**src/design/lpht_ram.sv**
```systemverilog
// Generic single-port RAM with registered read data.
// No dependencies.
module lpht_ram #(
   parameter int WIDTH = 8,
   parameter int DEPTH = 16
) (
   input  logic                     clock,
   input  logic [$clog2(DEPTH)-1:0] addr,
   input  logic                     we,
   input  logic [WIDTH-1:0]         wdata,
   output logic [WIDTH-1:0]         rdata
);

   logic [WIDTH-1:0] mem_ff [DEPTH];
   logic [WIDTH-1:0] rdata_ff;

   always_ff @(posedge clock) begin
      if (we) begin
         mem_ff[addr] <= wdata;
      end
      rdata_ff <= mem_ff[addr];
   end

   assign rdata = rdata_ff;

endmodule

```
**config.mk**
```make
export PLATFORM = sky130hd
export DESIGN_NAME = lpht_ram
export DESIGN_NICKNAME = d
export VERILOG_FILES = /design/src/design/lpht_ram.sv
export SDC_FILE = /design/constraint.sdc
export NUM_CORES = 1
export LEC_CHECK = 0
export ABC_AREA = 1
export BUFFER_PORTS_ARGS = -buffer_cell sky130_fd_sc_hd__clkbuf_2
export CORE_ASPECT_RATIO = 0.8
export CORE_MARGIN = 4
export CORE_UTILIZATION = 61
export DETAILED_ROUTE_END_ITERATION = 6
export PLACE_DENSITY = 0.87
export RECOVER_POWER = 50
export SETUP_SLACK_MARGIN = 0.4
export SKIP_CTS_REPAIR_TIMING = 1
export SLEW_MARGIN = 20
export SYNTH_ARGS = -nofsm -noshare
export SYNTH_HDL_FRONTEND = slang
export SYNTH_SLANG_ARGS = --single-unit
```
**constraint.sdc**
```tcl
create_clock -name clock -period 1.9 [get_ports clock]
set_input_delay 0.095 -clock clock [delete_from_list [all_inputs] [get_ports clock]]
set_output_delay 0.095 -clock clock [all_outputs]
set_load 0.05 [all_outputs]
```
==> impl_metrics.py, run 1 <==
metrics = {
    "logic_synthesis": {
        "yosysUniqueCellTypes": 11,
        "synth_top_area_share_pct": 68.7,
        "synth-compound-area-share_pct": 0,
        "yosys_warnings": 0,
        "synth-xor-area-share_pct": 0,
        "synth_top_family_by_area": "simple AND/OR/NAND/NOR gates",
        "synth-simple-area-share_pct": 24.8,
        "ys_seq_elements": 136,
        "syn_nets": 562,
        "syn_avg_cell_area_um2": 10.2,
        "synth.cell_area_um2": 5590,
        "yosys-mux-area-fraction_pct": 0,
        "synth_area_leaders": "edfxtp_1, nand2_1, dfxtp_1, inv_1, nor2_1",
        "synth_fa_ha_area_share_pct": 0,
        "synth_cells": 548,
        "yosysSeqAreaShare_pct": 71.6,
        "synth.largest_area_cell": "edfxtp_1",
    },
    "hold_path": {
        "hold_depth": 7,
        "hp-start": "addr[2]",
        "min_path_type": "input pin to register",
        "min_to": "rdata[0]",
    },
    "placement": {
        "dp.final_hpwl_um": 7820,
        "gp_congestion": 0.957,
        "port_buffers": 21,
        "place_area_um2": 5920,
        "post-place-ws_ns": 0.414,
        "dp.cells": 685,
    },
    "run_status": {
        "outcome": "finished clean",
    },
    "drt": {
        "post-route-drc-count": 0,
        "via_per_inst": 5.54,
        "drtIter0Drc": 519,
        "routedWlPerCell_um": 18.1,
        "dr.pass1.iters": 5,
        "ant_nets": 0,
        "wirelength_um": 12900,
        "num_vias": 3964,
    },
    "sta": {
        "clock_skew_ns": 0.00878,
        "slew_headroom_pct": 30.1,
        "finalMaxSlewViolations": 0,
        "hold_slack_ns": 0.247,
        "report.final.setup_viol": 0,
        "fin_crit_ns": 1.15,
        "rsz0062_at_grt": "no",
        "finalHoldViolations": 0,
        "max_freq_mhz": 872,
        "period_share_pct": 60.4,
        "tns_ns": 0,
        "fin_ws_ns": 0.753,
        "worst_pin_slew_ns": 1.05,
    },
    "power_and_ir_drop": {
        "power_frac_clock_pct": 46.8,
        "intPower_mw": 5.65,
        "combPwrFrac_pct": 6.7,
        "seqPwrFrac_pct": 46.5,
        "p_sw_mw": 1.61,
        "ir_worst_vdd_mv": 1.22,
        "p_per_area_nw_per_um2": 1120,
        "total_power_mw": 7.26,
        "switching_share_pct": 22.2,
        "p_leak_nw": 2.82,
    },
    "cells_and_area": {
        "instances_no_fill": 716,
        "drive_gt1_share_pct": 10.8,
        "design_area_um2": 6510,
        "utilization_pct": 74.8,
        "fin_nets": 606,
        "area_delta_synth_final_pct": 16.4,
        "n_fill_cell": 564,
        "n_antenna_cell": 0,
    },
    "die": {
        "die_h_um": 93.6,
        "die_x_um": 115,
        "initial_core_util_pct": 64.2,
        "fp.dieArea_um2": 10800,
        "core_area_um2": 8710,
        "ios": 22,
        "rows": 30,
    },
    "clock_network": {
        "cts_made_buffers": 17,
        "h-tree-depth": 4,
        "cts.sinks": 136,
        "clk_latency_ns": 0.42,
        "cts-root-buf": "clkbuf_16",
        "clockBufferDepth": 2,
        "cts_tree": "yes",
        "path_clk_slew_ns": 0.06,
    },
    "global_route": {
        "grt-ovfl-total": 0,
        "grt_usage_pct": 26.2,
        "grt_pass1_wl_um": 20500,
        "antenna_found_initial": 0,
        "grt_pass1_vias": 3891,
        "grt_max_degree": 49,
    },
    "setup_path": {
        "crit_path_top_delay_cell": "nand3_1",
        "critPathKind": "input pin to register",
        "required_ns": 2.03,
        "endpoint_kind": "register",
        "cpPeakStageDelay_ns": 0.32,
        "r2r-end": "rdata[3]",
        "arrival_ns": 1.27,
        "crit_fanout": 19,
        "worstReg2RegStart": "mem_ff[4][3]",
        "start_kind": "input pin",
        "crit_chain": "clkbuf_2 > inv_2 > nand3_1 > nor2_1 > buf_4",
        "rr_worst_depth": 8,
        "rrSetupSlack_ns": 0.82,
    },
    "flow_run": {
        "cap_viol_max_count": 0,
    },
}
worst max-delay path: cells and delay by family:
family / cells / cell delay (ns)
buffers and inverters: 3 / 0.63
AND/OR/NAND/NOR: 2 / 0.55
metal layers:
layer | global-route usage (%) | wire length [µm]
met4 | 10.9 | 335
met5 | 0 | 0
met3 | 6.60 | 1280
met1 | 35.4 | 5130
met2 | 40.9 | 6180
cell usage in the layout, fill, tap and decap left out, drive strengths merged:
cell      count
nand2       346
edfxtp      128
clkbuf       41
buf          23
inv          23
nor2         18
dfxtp         8
clkinv        6
nand3         4
bufinv        4
clkinvlp      3
registers in the layout, summed over array words and instances, names as in the netlist:
name / count
mem_ff: 128
rdata: 8
cell usage after synthesis:
library cell	instances
buf_4	6
nand2_1	346
dfxtp_1	8
inv_2	1
clkinv_1	1
nor2_1	18
inv_1	21
buf_2	12
edfxtp_1	128
nand3_1	4
clkbuf_1	3
worst max-delay path by stage:
stage,start,to
global route,addr[0],mem_ff[11][1]
CTS,rdata[6],rdata[6]
global placement,addr[0],mem_ff[4][1]
finish,addr[0],mem_ff[4][4]
detailed placement,addr[0],mem_ff[4][5]
floorplan,addr[1],mem_ff[3][0]
kinds of logic (layout without fill, tap and decap cells):
family	count (synthesis)	count (layout)
AND/OR/NAND/NOR	368	368
flip-flops	136	136
buffers and inverters	44	100
power groups by stage:
stage               clock network (mW)  logic, mW  registers [mW]
finish                            3.40      0.485            3.38
global route                      3.58      0.536            3.38
CTS                               3.41      0.483            3.38
detailed placement                   0      0.475            3.44
global placement                     0      0.461            3.43
floorplan                            0      0.231            3.50
layout make-up:
type / instances / area (µm²) / share of cell area (%)
inverters: 23 / 86.3 / 1.33
flip-flops and latches: 136 / 4000 / 61.5
clock inverters: 13 / 179 / 2.75
repair buffers: 46 / 287 / 4.40
well taps: 112 / 140 / 2.15
clock buffers: 18 / 429 / 6.59
multi-input cells: 368 / 1390 / 21.3
Power figures use the tool's default switching activity.
==> run 2, diff against run 1 <==
CORE_UTILIZATION = 55   (was 61)
PLACE_DENSITY = 0.83   (was 0.87)
clock period = 1 ns   (was 1.9 ns; I/O delays follow)
==> run 2 against run 1 <==
Via count grew 1.1%. Non-clock buffer count shrank 5. Wire length grew 5.3%. Flip-flop and latch count is the same. Clock-buffer cell count grew 1. Critical path depth grew 3. Critical path type is now register to register. Global-route usage shrank 2.8 points. The flow now finishes with violations (setup timing). Combinational power grew 150%. Die area grew 10%. Setup slack lost 0.89 ns. Clock power grew 110%.
==> impl_metrics.py, run 2 (synthesis results as in run 1) <==
metrics = {
    "drt": {
        "ant_nets": 0,
        "wirelength_um": 13600,
        "drtIter0Drc": 378,
        "post-route-drc-count": 0,
        "dr.pass1.iters": 5,
        "routedWlPerCell_um": 18.5,
        "num_vias": 4008,
        "via_per_inst": 5.45,
    },
    "power_and_ir_drop": {
        "p_per_area_nw_per_um2": 2070,
        "p_sw_mw": 3.22,
        "combPwrFrac_pct": 8.2,
        "total_power_mw": 14.7,
        "switching_share_pct": 21.9,
        "seqPwrFrac_pct": 43.9,
        "ir_worst_vdd_mv": 1.56,
        "power_frac_clock_pct": 47.8,
        "intPower_mw": 11.4,
        "p_leak_nw": 2.92,
    },
    "global_route": {
        "grt_usage_pct": 23.4,
        "grt_pass1_vias": 3895,
        "grt_pass1_wl_um": 20800,
        "grt-ovfl-total": 0,
        "grt_max_degree": 33,
        "antenna_found_initial": 0,
    },
    "sta": {
        "hold_slack_ns": 0.160,
        "finalMaxSlewViolations": 0,
        "slew_headroom_pct": 34.9,
        "fin_ws_ns": -0.140,
        "finalHoldViolations": 0,
        "period_share_pct": 114,
        "clock_skew_ns": 0.00711,
        "rsz0062_at_grt": "yes",
        "worst_pin_slew_ns": 0.977,
        "fin_crit_ns": 1.14,
        "report.final.setup_viol": 5,
        "max_freq_mhz": 877,
    },
    "placement": {
        "dp.final_hpwl_um": 7760,
        "gp_congestion": 0.898,
        "port_buffers": 21,
    },
    "cells_and_area": {
        "area_delta_synth_final_pct": 26.4,
        "drive_gt1_share_pct": 22.5,
        "utilization_pct": 72.4,
        "largest-register": "mem_ff",
        "final_cell_mix": "nand2_1, edfxtp_1, nand2_2",
        "n_antenna_cell": 0,
        "fin_nets": 601,
        "mostFrequentLayoutCell": "nand2_1",
        "largest_reg_flops": 128,
    },
    "hold_path": {
        "hold_depth": 3,
        "min_path_type": "input pin to register",
    },
    "clock_network": {
        "clk_latency_ns": 0.42,
        "path_clk_slew_ns": 0.06,
        "clockBufferDepth": 2,
        "cts_made_buffers": 17,
        "cts-root-buf": "clkbuf_16",
        "cts_tree": "yes",
        "h-tree-depth": 4,
        "cts.sinks": 136,
    },
    "die": {
        "ios": 22,
        "core_area_um2": 9770,
        "fp.dieArea_um2": 11900,
        "die_h_um": 98.2,
        "initial_core_util_pct": 57.2,
        "rows": 32,
        "die_x_um": 121,
    },
    "setup_path": {
        "arrival_ns": 1.45,
        "critPathKind": "register to register",
        "crit_fanout": 1,
        "start_kind": "register",
        "required_ns": 1.31,
        "endpoint_kind": "register",
        "rr_worst_depth": 8,
    },
    "run_status": {
        "violations": "setup timing",
        "outcome": "complete, but fails checks",
    },
    "flow_run": {
        "cap_viol_max_count": 0,
    },
}
run 2: cell types whose count changed in the layout (fill, tap and decap cells not counted), sizes merged:
cell	change
buf	+10
inv	-1
clkbuf	-14
bufinv	+2
clkinvlp	-1
run 2: power groups by stage:
stage               sequential [mW]  combinational, mW  clock (mW)
floorplan                      6.67              0.545           0
global placement               6.53               1.00           0
detailed placement             6.54               1.02           0
CTS                            6.42               1.05        7.02
global route                   6.45               1.30        7.30
finish                         6.44               1.21        7.01
run 2: per-stage QoR:
stage / worst slack, ns / TNS, ns / cells / instance area [µm²]
3_3_place_gp: -0.155 / -17.17 / 701 / 6190
6_report: -0.140 / -0.388 / 736 / 7070
5_1_grt: -0.175 / -0.740 / 736 / 7070
4_1_cts: -0.0930 / -0.677 / 733 / 6850
3_5_place_dp: -0.192 / -19.79 / 701 / 6190
2_1_floorplan: 0.000367 / 0 / 548 / 5900
run 2: worst paths after layout:
| check | slack (ns) | startpoint | endpoint |
|---|---|---|---|
| min reg2reg | 0.74 | mem_ff[14][1] | rdata[1] |
| max | -0.14 | mem_ff[1][7] | rdata[7] |
| max reg2reg | -0.14 | mem_ff[1][7] | rdata[7] |
| min | 0.16 | addr[1] | mem_ff[7][5] |
run 2: cell type report:
cell class | instances | area, µm²
inverters | 23 | 116
clock buffers | 19 | 433
flip-flops and latches | 136 | 4010
clock inverters | 13 | 228
fillers | 647 | 2700
well taps | 136 | 170
multi-input cells | 368 | 1660
repair buffers | 41 | 453
run 2: layer usage:
metal  wire [µm]  track usage (%)
met5           0                0
met4         510             9.15
met3        1030             6.72
met2        6770             38.0
met1        5310             30.0
run 2: worst max-delay path, stage by stage, from the launching register on:
cell and delay [ns]:
edfxtp_1 0.39, nand2_1 0.13, nand2_1 0.11, nand2_1 0.11, nand2_1 0.06, nand2_1 0.07
nand2_1 0.06, inv_1 0.06, nand2_2 0.05
